[src/design/rosn_pkg.sv]
// ----------------------------------------------------------------------------
// rosn_pkg
// Shared types and constants of the range outlier smooth/normalize block
// ----------------------------------------------------------------------------
package rosn_pkg;

    // input sample width default
    localparam int SAMPLE_WIDTH_DEF = 16;

    // fixed field widths
    localparam int CFG_W    = 16;                 // distance registers
    localparam int FRAC_W   = 8;                  // Q.8 fraction of the average
    localparam int LEVEL_W  = 16;                 // Q0.16 level
    localparam int BAD_W    = 16;                 // bad-read counter
    localparam int RUN_W    = 4;                  // jump run counter / limit
    localparam int WEIGHT_W = 8;                  // smoothing weight
    localparam int STAT_W   = 2;                  // result status
    localparam int DIV_W    = CFG_W + FRAC_W;     // divider operand width
    localparam int OUT_DW   = LEVEL_W + CFG_W + BAD_W;

    // configuration port
    localparam int ADDR_W  = 5;
    localparam int DATA_W  = 32;
    localparam int REGIX_W = ADDR_W - 2;

    typedef logic [REGIX_W-1:0] t_reg_idx;
    typedef logic [STAT_W-1:0]  t_status;

    localparam t_reg_idx REG_ENABLE    = 3'd0;
    localparam t_reg_idx REG_MIN_DIST  = 3'd1;
    localparam t_reg_idx REG_MAX_DIST  = 3'd2;
    localparam t_reg_idx REG_THRESHOLD = 3'd3;
    localparam t_reg_idx REG_RUN_LIMIT = 3'd4;
    localparam t_reg_idx REG_FILTER_ON = 3'd5;
    localparam t_reg_idx REG_WEIGHT    = 3'd6;

    // register reset values
    localparam logic                RST_ENABLE    = 1'b1;
    localparam logic [CFG_W-1:0]    RST_MIN_DIST  = 16'd0;
    localparam logic [CFG_W-1:0]    RST_MAX_DIST  = 16'hFFFF;
    localparam logic [CFG_W-1:0]    RST_THRESHOLD = 16'hFFFF;
    localparam logic [RUN_W-1:0]    RST_RUN_LIMIT = 4'd3;
    localparam logic                RST_FILTER_ON = 1'b1;
    localparam logic [WEIGHT_W-1:0] RST_WEIGHT    = 8'd230;

    // status codes
    localparam t_status ST_ACCEPTED = 2'd0;
    localparam t_status ST_BAD_READ = 2'd1;
    localparam t_status ST_REJECTED = 2'd2;
    localparam t_status ST_DISABLED = 2'd3;

    localparam logic [LEVEL_W-1:0]  LEVEL_ONE  = 16'hFFFF;
    localparam logic [BAD_W-1:0]    BAD_MAX    = 16'hFFFF;
    localparam logic [WEIGHT_W:0]   WEIGHT_ONE = 9'd256;
    localparam logic [FRAC_W:0]     ROUND_HALF = 9'd128;

endpackage

[src/design/rosn_div.sv]
// ----------------------------------------------------------------------------
// rosn_div
// Restoring divider for the level: quot = floor(num * 65535 / den),
// one quotient bit a cycle, requires num < den
// ----------------------------------------------------------------------------
module rosn_div (
    input  logic                        i_clk,
    input  logic                        i_rst_n,
    input  logic                        i_start,
    input  logic [rosn_pkg::DIV_W-1:0]  i_num,
    input  logic [rosn_pkg::DIV_W-1:0]  i_den,
    output logic                        o_done,
    output logic [rosn_pkg::LEVEL_W-1:0] o_quot
);
    import rosn_pkg::*;

    localparam int NUM_W = DIV_W + LEVEL_W;
    localparam int CNT_W = $clog2(LEVEL_W + 1);

    logic                 r_busy, n_busy;
    logic                 r_done, n_done;
    logic [CNT_W-1:0]     r_cnt, n_cnt;
    logic [DIV_W-1:0]     r_rem, n_rem;
    logic [DIV_W-1:0]     r_den, n_den;
    logic [LEVEL_W-1:0]   r_shift, n_shift;

    logic [NUM_W-1:0]     scaled;
    logic [DIV_W:0]       cand;
    logic [DIV_W+1:0]     diff;
    logic                 ge;

    // num * (2^16 - 1); the high part is below den since num < den
    assign scaled = {i_num, {LEVEL_W{1'b0}}} - NUM_W'(i_num);
    assign cand   = {r_rem, r_shift[LEVEL_W-1]};
    assign diff   = {1'b0, cand} - {2'b00, r_den};
    assign ge     = ~diff[DIV_W+1];

    always_comb begin
        n_busy  = r_busy;
        n_done  = 1'b0;
        n_cnt   = r_cnt;
        n_rem   = r_rem;
        n_den   = r_den;
        n_shift = r_shift;
        if (i_start) begin
            n_busy  = 1'b1;
            n_cnt   = CNT_W'(LEVEL_W);
            n_rem   = scaled[NUM_W-1:LEVEL_W];
            n_shift = scaled[LEVEL_W-1:0];
            n_den   = i_den;
        end else if (r_busy) begin
            n_rem   = ge ? diff[DIV_W-1:0] : cand[DIV_W-1:0];
            n_shift = {r_shift[LEVEL_W-2:0], ge};
            n_cnt   = r_cnt - CNT_W'(1);
            if (r_cnt == CNT_W'(1)) begin
                n_busy = 1'b0;
                n_done = 1'b1;
            end
        end
    end

    always_ff @(posedge i_clk) begin
        if (!i_rst_n) begin
            r_busy <= 1'b0;
            r_done <= 1'b0;
            r_cnt  <= '0;
        end else begin
            r_busy <= n_busy;
            r_done <= n_done;
            r_cnt  <= n_cnt;
        end
    end

    always_ff @(posedge i_clk) begin
        r_rem   <= n_rem;
        r_den   <= n_den;
        r_shift <= n_shift;
    end

    assign o_done = r_done;
    assign o_quot = r_shift;

endmodule

[src/design/range_outlier_smooth_normalize.sv]
// ----------------------------------------------------------------------------
// range_outlier_smooth_normalize
// Distance smoother with jump rejection and span normalization
// ----------------------------------------------------------------------------
// One reading is taken at a time. A failed, rejected or disabled reading
// passes from its transfer through the done state into the output register.
// An accepted reading whose average lies strictly inside the span takes two
// passes through the shared multiplier for the exponential average, a span
// compare that loads the bit-serial divider, sixteen divider steps, a state
// that takes the Q0.16 quotient and the fill of the output register. An
// accepted reading with a clamped level or an empty span skips the divider.
// The input accepts the next reading as soon as the result sits in the output
// register, even while that result waits for the downstream side.
module range_outlier_smooth_normalize #(
    parameter int SAMPLE_WIDTH = rosn_pkg::SAMPLE_WIDTH_DEF
) (
    input  logic                                i_clk,
    input  logic                                i_rst_n,
    // input stream
    input  logic                                s_axis_tvalid,
    output logic                                s_axis_tready,
    input  logic [((SAMPLE_WIDTH+7)/8)*8-1:0]   s_axis_tdata,   // distance
    input  logic                                s_axis_tuser,   // read_ok
    // result stream
    output logic                                m_axis_tvalid,
    input  logic                                m_axis_tready,
    output logic [rosn_pkg::OUT_DW-1:0]         m_axis_tdata,   // level, smoothed_distance, bad_reads
    output logic [rosn_pkg::STAT_W-1:0]         m_axis_tuser,   // status
    // configuration
    input  logic                                psel,
    input  logic                                penable,
    input  logic                                pwrite,
    input  logic [rosn_pkg::ADDR_W-1:0]         paddr,
    input  logic [rosn_pkg::DATA_W-1:0]         pwdata,
    output logic [rosn_pkg::DATA_W-1:0]         prdata,
    output logic                                pready
);
    import rosn_pkg::*;

    localparam int AW    = SAMPLE_WIDTH + FRAC_W;
    localparam int CW    = (AW > DIV_W) ? AW : DIV_W;
    localparam int TW    = (SAMPLE_WIDTH > CFG_W) ? SAMPLE_WIDTH : CFG_W;
    localparam int MA_W  = WEIGHT_W + 1;
    localparam int PR_W  = AW + MA_W;
    localparam int ACC_W = PR_W + 1;

    localparam logic [2:0] S_IDLE    = 3'd0;
    localparam logic [2:0] S_MUL_OLD = 3'd1;
    localparam logic [2:0] S_MUL_NEW = 3'd2;
    localparam logic [2:0] S_LEVEL   = 3'd3;
    localparam logic [2:0] S_DIV     = 3'd4;
    localparam logic [2:0] S_DONE    = 3'd5;

    // configuration registers
    logic                   r_enable;
    logic [CFG_W-1:0]       r_min, r_max, r_thresh;
    logic [RUN_W-1:0]       r_limit;
    logic                   r_filt;
    logic [WEIGHT_W-1:0]    r_weight;

    // block state
    logic [2:0]             r_state, n_state;
    logic [SAMPLE_WIDTH-1:0] r_prev, n_prev;
    logic [AW-1:0]          r_avg, n_avg;
    logic [LEVEL_W-1:0]     r_norm, n_norm;
    logic [RUN_W-1:0]       r_run, n_run;
    logic [BAD_W-1:0]       r_bad, n_bad;
    t_status                r_status, n_status;
    logic [SAMPLE_WIDTH-1:0] r_dist, n_dist;
    logic [ACC_W-1:0]       r_acc, n_acc;

    // output register
    logic                   r_out_valid, n_out_valid;
    logic [OUT_DW-1:0]      r_out_data, n_out_data;
    t_status                r_out_status, n_out_status;

    logic                   cfg_wr;
    t_reg_idx               reg_idx;
    logic                   in_xfer;
    logic                   out_free;
    logic [SAMPLE_WIDTH-1:0] in_dist;
    logic [SAMPLE_WIDTH-1:0] delta;
    logic [RUN_W:0]         run_inc;
    logic                   is_jump;

    logic [MA_W-1:0]        mul_a;
    logic [AW-1:0]          mul_b;
    logic [PR_W-1:0]        mul_p;
    logic [ACC_W-1:0]       acc_sum;

    logic [CW-1:0]          avg_x, lo_x, hi_x, num_x, den_x;
    logic                   div_start, div_done;
    logic [LEVEL_W-1:0]     div_quot;

    // ------------------------------------------------------------------
    // configuration port
    // ------------------------------------------------------------------
    assign pready  = 1'b1;
    assign reg_idx = paddr[ADDR_W-1:2];
    assign cfg_wr  = psel & penable & pwrite & pready;

    always_ff @(posedge i_clk) begin
        if (!i_rst_n) begin
            r_enable <= RST_ENABLE;
            r_min    <= RST_MIN_DIST;
            r_max    <= RST_MAX_DIST;
            r_thresh <= RST_THRESHOLD;
            r_limit  <= RST_RUN_LIMIT;
            r_filt   <= RST_FILTER_ON;
            r_weight <= RST_WEIGHT;
        end else if (cfg_wr) begin
            case (reg_idx)
                REG_ENABLE:    r_enable <= pwdata[0];
                REG_MIN_DIST:  r_min    <= pwdata[CFG_W-1:0];
                REG_MAX_DIST:  r_max    <= pwdata[CFG_W-1:0];
                REG_THRESHOLD: r_thresh <= pwdata[CFG_W-1:0];
                REG_RUN_LIMIT: r_limit  <= pwdata[RUN_W-1:0];
                REG_FILTER_ON: r_filt   <= pwdata[0];
                REG_WEIGHT:    r_weight <= pwdata[WEIGHT_W-1:0];
                default: ;
            endcase
        end
    end

    always_comb begin
        case (reg_idx)
            REG_ENABLE:    prdata = DATA_W'(r_enable);
            REG_MIN_DIST:  prdata = DATA_W'(r_min);
            REG_MAX_DIST:  prdata = DATA_W'(r_max);
            REG_THRESHOLD: prdata = DATA_W'(r_thresh);
            REG_RUN_LIMIT: prdata = DATA_W'(r_limit);
            REG_FILTER_ON: prdata = DATA_W'(r_filt);
            REG_WEIGHT:    prdata = DATA_W'(r_weight);
            default:       prdata = '0;
        endcase
    end

    // ------------------------------------------------------------------
    // datapath
    // ------------------------------------------------------------------
    assign s_axis_tready = (r_state == S_IDLE);
    assign in_xfer       = s_axis_tvalid & s_axis_tready;
    assign out_free      = ~r_out_valid | m_axis_tready;
    assign in_dist       = s_axis_tdata[SAMPLE_WIDTH-1:0];

    assign delta   = (in_dist >= r_prev) ? (in_dist - r_prev) : (r_prev - in_dist);
    assign run_inc = {1'b0, r_run} + (RUN_W+1)'(1);
    assign is_jump = r_filt & (TW'(delta) > TW'(r_thresh));

    // shared multiplier: old average by weight, then new sample by its complement
    always_comb begin
        if (r_state == S_MUL_NEW) begin
            mul_a = WEIGHT_ONE - {1'b0, r_weight};
            mul_b = {r_dist, {FRAC_W{1'b0}}};
        end else begin
            mul_a = {1'b0, r_weight};
            mul_b = r_avg;
        end
    end
    assign mul_p   = mul_a * mul_b;
    assign acc_sum = r_acc + ACC_W'(mul_p);

    assign avg_x = CW'(r_avg);
    assign lo_x  = CW'({r_min, {FRAC_W{1'b0}}});
    assign hi_x  = CW'({r_max, {FRAC_W{1'b0}}});
    assign num_x = avg_x - lo_x;
    assign den_x = hi_x - lo_x;

    assign div_start = (r_state == S_LEVEL) && (r_max > r_min) &&
                       (avg_x > lo_x) && (avg_x < hi_x);

    rosn_div u_div (
        .i_clk   (i_clk),
        .i_rst_n (i_rst_n),
        .i_start (div_start),
        .i_num   (num_x[DIV_W-1:0]),
        .i_den   (den_x[DIV_W-1:0]),
        .o_done  (div_done),
        .o_quot  (div_quot)
    );

    // ------------------------------------------------------------------
    // sequencer
    // ------------------------------------------------------------------
    always_comb begin
        n_state      = r_state;
        n_prev       = r_prev;
        n_avg        = r_avg;
        n_norm       = r_norm;
        n_run        = r_run;
        n_bad        = r_bad;
        n_status     = r_status;
        n_dist       = r_dist;
        n_acc        = r_acc;
        n_out_valid  = r_out_valid & ~m_axis_tready;
        n_out_data   = r_out_data;
        n_out_status = r_out_status;

        case (r_state)
            S_IDLE: begin
                if (in_xfer) begin
                    n_dist = in_dist;
                    if (!r_enable) begin
                        n_status = ST_DISABLED;
                        n_state  = S_DONE;
                    end else if (!s_axis_tuser) begin
                        if (r_bad != BAD_MAX) begin
                            n_bad = r_bad + BAD_W'(1);
                        end
                        n_status = ST_BAD_READ;
                        n_state  = S_DONE;
                    end else begin
                        n_prev = in_dist;
                        if (is_jump && (run_inc <= {1'b0, r_limit})) begin
                            n_run    = run_inc[RUN_W-1:0];
                            n_status = ST_REJECTED;
                            n_state  = S_DONE;
                        end else begin
                            n_run    = '0;
                            n_bad    = '0;
                            n_status = ST_ACCEPTED;
                            n_state  = S_MUL_OLD;
                        end
                    end
                end
            end
            S_MUL_OLD: begin
                n_acc   = ACC_W'(mul_p) + ACC_W'(ROUND_HALF);
                n_state = S_MUL_NEW;
            end
            S_MUL_NEW: begin
                n_avg   = acc_sum[AW+FRAC_W-1:FRAC_W];
                n_state = S_LEVEL;
            end
            S_LEVEL: begin
                if (div_start) begin
                    n_state = S_DIV;
                end else begin
                    // empty span or average at or below the minimum gives zero, at or above the maximum gives one
                    if ((r_max > r_min) && (avg_x >= hi_x)) begin
                        n_norm = LEVEL_ONE;
                    end else begin
                        n_norm = '0;
                    end
                    n_state = S_DONE;
                end
            end
            S_DIV: begin
                if (div_done) begin
                    n_norm  = div_quot;
                    n_state = S_DONE;
                end
            end
            S_DONE: begin
                if (out_free) begin
                    n_out_valid  = 1'b1;
                    n_out_data   = {r_bad, avg_x[FRAC_W+CFG_W-1:FRAC_W], r_norm};
                    n_out_status = r_status;
                    n_state      = S_IDLE;
                end
            end
            default: begin
                n_state = S_IDLE;
            end
        endcase
    end

    always_ff @(posedge i_clk) begin
        if (!i_rst_n) begin
            r_state     <= S_IDLE;
            r_prev      <= '0;
            r_avg       <= '0;
            r_norm      <= '0;
            r_run       <= '0;
            r_bad       <= '0;
            r_out_valid <= 1'b0;
        end else begin
            r_state     <= n_state;
            r_prev      <= n_prev;
            r_avg       <= n_avg;
            r_norm      <= n_norm;
            r_run       <= n_run;
            r_bad       <= n_bad;
            r_out_valid <= n_out_valid;
        end
    end

    always_ff @(posedge i_clk) begin
        r_status     <= n_status;
        r_dist       <= n_dist;
        r_acc        <= n_acc;
        r_out_data   <= n_out_data;
        r_out_status <= n_out_status;
    end

    assign m_axis_tvalid = r_out_valid;
    assign m_axis_tdata  = r_out_data;
    assign m_axis_tuser  = r_out_status;

endmodule
[config.mk]
export PLATFORM = sky130hd
export DESIGN_NAME = range_outlier_smooth_normalize
export DESIGN_NICKNAME = d
export VERILOG_FILES = /design/src/design/rosn_pkg.sv /design/src/design/rosn_div.sv /design/src/design/range_outlier_smooth_normalize.sv
export SDC_FILE = /design/constraint.sdc
export NUM_CORES = 1
export LEC_CHECK = 0
export BUFFER_PORTS_ARGS = -buffer_cell sky130_fd_sc_hd__buf_2
export CORE_MARGIN = 5
export CORE_UTILIZATION = 25
export CTS_CLUSTER_SIZE = 28
export DETAILED_ROUTE_END_ITERATION = 8
export PLACE_DENSITY = 0.4
export SETUP_SLACK_MARGIN = 0.15
export SYNTH_ARGS = -nofsm -noshare
export SYNTH_HDL_FRONTEND = slang
export SYNTH_SLANG_ARGS = --single-unit
export TNS_END_PERCENT = 20
[constraint.sdc]
create_clock -name i_clk -period 9.6 [get_ports i_clk]
set_clock_uncertainty 0.1 [all_clocks]
set_input_delay 2.4 -clock i_clk [delete_from_list [all_inputs] [get_ports i_clk]]
set_output_delay 2.4 -clock i_clk [all_outputs]
set_load 0.005 [all_outputs]
==> impl_results.md, run 1 <==
- Final setup violation count: 0
- R2R setup slack: 690 ps
- Post-synth ARST share: 0%
- Main area contributors after synthesis: edfxtp_1, fa_1, dfxtp_1
- Hold path startpoint: r_status[1]
- Clk pwr share: 13.3%
- Post-synthesis xor/xnor area fraction: 6.045%
- WS Path Type: flop to flop
- Avg WL per Cell: 18.13 um
- Register area: 7667 sq um
- Critical path peak fanout: 10
- RSZ-0062 raised after global routing: no
- Buffers added on ports: 110
- Slowest CP cell: fa_1
- Wl on met1: 38.47 mm
- Post-placement setup slack: 563.1 ps
- Post-Synth Simple-Gate Area: 16.75%
- Vias in the first global route: around 21000
- Combinational Power Share: 70.4%
- Synth Warn #: 0
- Drt first pass iters: 5
- Arr. time, crit path: 9240 ps
- Skew-Pair Late Insertion Delay: 590 ps
- Yosys top cell by area: edfxtp_1
- Final slew viol count: 0
- Setup TNS: 0 ps
- Sw Share: approximately half
- H-tree depth: 2
- Clock-pin slew of the registers on the worst-case setup and hold paths: 60 ps
- Starting density of the core: 25.11%
- WL met2: roughly 37 mm
- Area grow syn2layout: 13.21%
- WP data required: 9930 ps
- Die extent in y: ~330 um
- Final worst slack: 688.1 ps
- Drt initial violations: 1030
- Vias: 20510
- Hold Vio Cnt, Final: 0
- Rows: 118
- EDFF count, synth: 156
- Internal power: ~5.8 mW
- Vias per inst: 4.627
- Gr usage total: 14.24%
- Initial antenna violation count: 7
- Share of total power in sequential cells: 16.3%
- Root buf cell: clkbuf_16
- Hold Path Stages: 0
- Met3 Routed Length: 3.054 mm
- Post-Layout Cell Count: 4433
- Mapped Area: between 20000 and 30000 sq um
- CTS Buf Count: 39
- Worst R2R Start: r_state[1]
- Main combinational cell family by area after synthesis: adder cells
- Nets@finish: ~3500
- Detail Route Antenna Nets: 0
- Mean Syn Cell Area: 8.816 sq um
- LEAKAGE: 13.11 nW
- Post-synthesis mux area share: 2.087%
- Max Cap Viol: 0
- Status: completed
- Tightest Pin Transition: 1167 ps
- Peak VDD IR: 0.0002739 V
- Reg-to-reg endpoint: avg_x[21]
- CP Buf/Inv Count: 3
- Synth Area in Adders: ~23%
- Reg2Reg Depth: 27
- Layout cell share with drive strength beyond 1: 8.984%
- Complex-gate fraction of the synthesized area: 15.37%
- Fmax: 0.1122 GHz
- Area share of the largest cell type after synthesis: between 10% and 20%
- Crit. End Element: flop
- Area of the multi-input gates: 16440 sq um
- Synthesized flop and latch total: slightly above 300
- Distinct cells, synth: 98
- Die X: 332.2 um
- Period minus WS final: 8912 ps
- Delay-heaviest family, CP: compound AO/OA/AOI/OAI gates
- Post-detail-place hpwl: approximately 63 mm
- Worst Setup SP: r_state[1]
- Grt ovf: 0
- Worst stage delay on the critical path: 540 ps
- CTS tree: yes
- Most common flop cell mapped by yosys: edfxtp_1
- Die area: 110400 sq um
- Largest net degree at the start of global routing: 67
- I/O pin count: 146
- Psw: 5.802 mW
- Synth Instances: between 2000 and 3000
- Max Root-Sink Buffers: 3
- Pwr dens: slightly below 400 nW/um^2
- Pwr Total: about 12 mW
- Final WL: 80.37 mm
- Hold worst-path end: m_axis_tuser[1]
- Gpl congestion: 0.8040
- DRC: 0
- CP startpoint kind: flop
- DP Cell Count: between 4000 and 5000
- Register area share after synthesis: approximately 30%
- First-pass GRT wire length: 124.7 mm
- Final Cycle Share: 92.83%
- # clock sinks: ~310
- Fillers: 11240
- Core ar.: 103300 sq um
- CP dominant cell by count: a21oi_1
- Hold Crit Class: flop to flop
- Slew HR: ~22%
- Uppermost layer routed: met5
## logic make-up after synthesis
kind of cell	after synthesis
and+or+nand+nor	933
DFF	305
muxes	51
other	2
xor gates and xnor gates	177
AOI/OAI and AO/OA	606
buffers and inverters	497
adders and majority gates	373
## worst max-delay path by stage
stage                end  slack [ps]  depth (start not counted)
2_1_floorplan  avg_x[23]        1700                         34
4_1_cts        avg_x[21]         490                         28
3_3_place_gp   avg_x[21]         590                         28
5_1_grt        avg_x[21]         160                         28
6_report       avg_x[21]         690                         27
3_5_place_dp   avg_x[21]         560                         28
## flip-flops by register name, indices dropped and copies added (netlist names), 24 cells and up
signal,flops
m_axis_tdata,48
u_div.r_rem,24
r_acc,32
avg_x,24
## worst register-to-register path, delay by kind of cell (launching register included)
family	cells	cell delay [ps]
flip-flops	1	530
buffers and inverters	3	330
AO/OA/AOI/OAI	13	3920
XOR/XNOR	1	310
adder cells (fa/ha/maj)	6	2770
AND/OR/NAND/NOR	4	810
## cell usage in the layout (no fill, tap or decap), drive strengths merged, types with 54 or more instances in the layout
cell,count
nand3,57
fa,159
inv,349
xnor2,108
o21ai,114
edfxtp,156
clkbuf,59
buf,158
xor2,69
dfxtp,149
nand2,377
a21oi,186
ha,214
a21o,72
and3,54
nor2,230
## power by group through the flow
stage	Sequential (mW)	Clock, mW	Combinational [mW]
3_3_place_gp	1.92	0	8.28
4_1_cts	1.89	1.60	8.30
2_1_floorplan	1.84	0	5.96
5_1_grt	1.91	1.64	9.13
6_report	1.89	1.53	8.14
3_5_place_dp	1.92	0	8.26
## through the flow
stage,cell area (sq um),hold slack (ps),util [%]
after global placement,28050,309.2,27.14
after CTS,29360,319.7,28.41
after global routing,29370,324.0,28.42
final,29380,323.3,28.43
after floorplan,26040,300.3,-
after detailed placement,28050,306.6,27.14
## repair_timing
action | in CTS | in global routing
setup buffers | 0 | 1
hold buffers | 0 | 0
resized for setup | 0 | 2
setup endpoints to repair | 0 | 2
## cell usage after synthesis (all sizes together), types with 23 or more instances
| cell | instances |
|---|---|
| nand2 | 377 |
| inv | 349 |
| nor2 | 230 |
| ha | 214 |
| a21oi | 186 |
| fa | 159 |
| edfxtp | 156 |
| dfxtp | 149 |
| o21ai | 114 |
| xnor2 | 108 |
| clkbuf | 107 |
| a21o | 72 |
| xor2 | 69 |
| nand3 | 57 |
| and3 | 54 |
| o211ai | 44 |
| buf | 40 |
| nor3 | 39 |
| mux2i | 35 |
| nand4 | 34 |
| nor2b | 32 |
| o21a | 24 |
| a211oi | 23 |
## final cells by class
cell class / count / share of cell area [%]
timing repair buffer: 158 / 3.126
sequential: 305 / 26.10
inverter: 350 / 4.476
multi-input combinational: 2165 / 55.95
clock buffer: 59 / 3.820
tap: 1380 / 5.877
antenna: 3 / 0.02555
clock inverter: 13 / 0.6345
## routing by layer
| metal | GRT usage (%) | vias up |
|---|---|---|
| met5 | 0 | - |
| met4 | 3.665 | 2 |
| met3 | 2.013 | 90 |
| met2 | 23.04 | 301 |
| met1 | 20.04 | 9940 |
| li1 | - | 10180 |
No activity file was read; power rests on OpenSTA's default activity.
==> run 2: changes to the inputs <==
==> constraint.sdc (replaced) <==
create_clock -name i_clk -period 9.6 [get_ports i_clk]
set_clock_uncertainty 0.1 [all_clocks]
set_input_delay 1.44 -clock i_clk [delete_from_list [all_inputs] [get_ports i_clk]]
set_output_delay 1.44 -clock i_clk [all_outputs]
set_load 0.005 [all_outputs]
==> run 2 against run 1 <==
First-iteration DRC count rose by 11%. Highest routed layer unchanged. Sequential power barely moved. Fmax rose by 0.86%. Sequential share of layout area barely moved. Non-clock buffer count fell by 3. Total power barely moved. Core utilization barely moved. Wire length fell by 0.36%. Global-route usage barely moved.
==> impl_results.md, run 2 (synthesized netlist as in run 1, its figures left out) <==
- Starting density of the core: 25.11%
- Post-detail-place hpwl: between 60 and 70 mm
- Area after DPL: 28050 sq um
- Skew-Pair Late Insertion Delay: 580 ps
- Reg-to-reg endpoint: avg_x[21]
- # clock sinks: between 300 and 400
- Grt ovf: 0
- Period minus WS final: 8836 ps
- CTS tree: yes
- Drt first pass iters: 5
- Setup TNS: 0 ps
- Final slew viol count: 0
- Drt initial violations: 1143
- Delay-heaviest family, CP: compound AO/OA/AOI/OAI gates
- Post-Layout Cell Count: 4429
- Max Cap Viol: 0
- R2R setup slack: 760 ps
- Rows: 118
- Commonest non-fill, non-tap cell in the layout: nand2_1
- Slew HR: 23.30%
- Final Cycle Share: 92.04%
- CP endpoint: avg_x[21]
- Buffers added on ports: 110
- Area grow syn2layout: 13.22%
- Final setup violation count: 0
- Layout cell share with drive strength beyond 1: 8.963%
- Post-placement setup slack: 593.8 ps
- Die X: 332.2 um
- Crit. End Element: flop
- Detail Route Antenna Nets: 0
- Die area: 110400 sq um
- CP Buf/Inv Count: 3
- Commonest non-fill, non-tap cells in the layout: nand2_1, inv_1, nor2_1
- Vias in the first global route: between 20000 and 25000
- Worst R2R Start: r_state[1]
- Reg2Reg Depth: 28
- Gpl congestion: around 0.80
- Worst Hold Slack: roughly 320 ps
- First-pass GRT wire length: 124.6 mm
- Die extent in y: 332.2 um
- Tightest Pin Transition: between 1000 and 1500 ps
- Pwr dens: between 300 and 400 nW/um^2
- CTS Buf Count: 39
- LEAKAGE: 13.12 nW
- Initial antenna violation count: 10
- Fmax: 0.1132 GHz
- Hold Crit Class: flop to flop
- WP data required: 9920 ps
- Clock-pin slew of the registers on the worst-case setup and hold paths: about 60 ps
- Worst Setup SP: r_state[1]
- Vias: 20560
- Slowest CP cell: fa_1
- Core ar.: 103300 sq um
- DRC: 0
- Root buf cell: clkbuf_16
- Setup repair bufs after CTS: 0
- CP startpoint kind: flop
- DP Cell Count: 4355
- Peak VDD IR: between 0.0002 and 0.0003 V
- I/O pin count: 146
- Final WL: ~80 mm
- Avg WL per Cell: approximately 18 um
- Vias per inst: ~4.6
- Post-route cell area: 29390 sq um
- Max Root-Sink Buffers: 3
- WS Path Type: flop to flop
- Final worst slack: 764.0 ps
- RSZ-0062 raised after global routing: no
- Levels on crit path: 28
- Gr usage total: 14.19%
- Max reg flops: 48
- Hold Vio Cnt, Final: 0
- Nets@finish: 3450
- Largest net degree at the start of global routing: 67
- H-tree depth: 2
- Status: completed
- Arr. time, crit path: 9160 ps
- Critical path peak fanout: 18
- Worst stage delay on the critical path: about 540 ps
run 2: cell types whose count changed in the layout (fill, tap and decap cells not counted), sizes merged:
cell | before | now
clkinv | 10 | 12
clkbuf | 59 | 51
inv | 349 | 353
buf | 158 | 155
bufinv | 3 | 4
run 2: worst min-delay path by stage:
stage | startpoint | end | slack [ps] | cells after the start
after floorplan | r_status[0] | m_axis_tuser[0] | 300 | 0
after global placement | r_status[1] | m_axis_tuser[1] | 310 | 0
after global routing | r_status[1] | m_axis_tuser[1] | 330 | 0
after detailed placement | r_status[1] | m_axis_tuser[1] | 310 | 0
final | r_status[1] | m_axis_tuser[1] | 320 | 0
after CTS | r_status[1] | m_axis_tuser[1] | 330 | 0
run 2: metal layers:
metal | wire length, um | vias to the layer above | part of all wire [%] | track usage, %
li1 | - | 10160 | - | -
met1 | 38420 | 10020 | 48 | 20.08
met2 | 37000 | 288 | 46 | 23.28
met3 | 3017 | 86 | 3.8 | 1.850
met4 | 1623 | 4 | 2.0 | 2.999
met5 | 27 | - | 0.034 | 0
run 2: final cells by class:
cell class                 count  area [sq um]
inverter                     350          1315
sequential                   305          7667
multi-input combinational   2165         16440
tap                         1380          1727
timing repair buffer         155         900.9
clock inverter                20         222.7
fill                       11230         73960
clock buffer                  51          1102
antenna                        3         7.507
run 2: where the power goes:
group          total (mW)  leakage (nW)  switching (mW)  internal, mW
Sequential           1.88          2.63           0.152          1.73
Clock                1.55         0.652           0.630         0.922
Combinational        8.11          9.83            4.99          3.13
run 2: repair_timing:
action                                  in CTS  in global routing
hold buffers                                 0                  0
resized for setup                            0                  1
endpoints found under the setup margin       0                  2
run 2: stage by stage:
step / total power [mW] / utilization (%)
after detailed placement: 10.16 / 27.14
final: 11.55 / 28.43
after CTS: 11.79 / 28.42
after global routing: 12.72 / 28.43
after floorplan: 7.801 / -
after global placement: 10.21 / 27.14
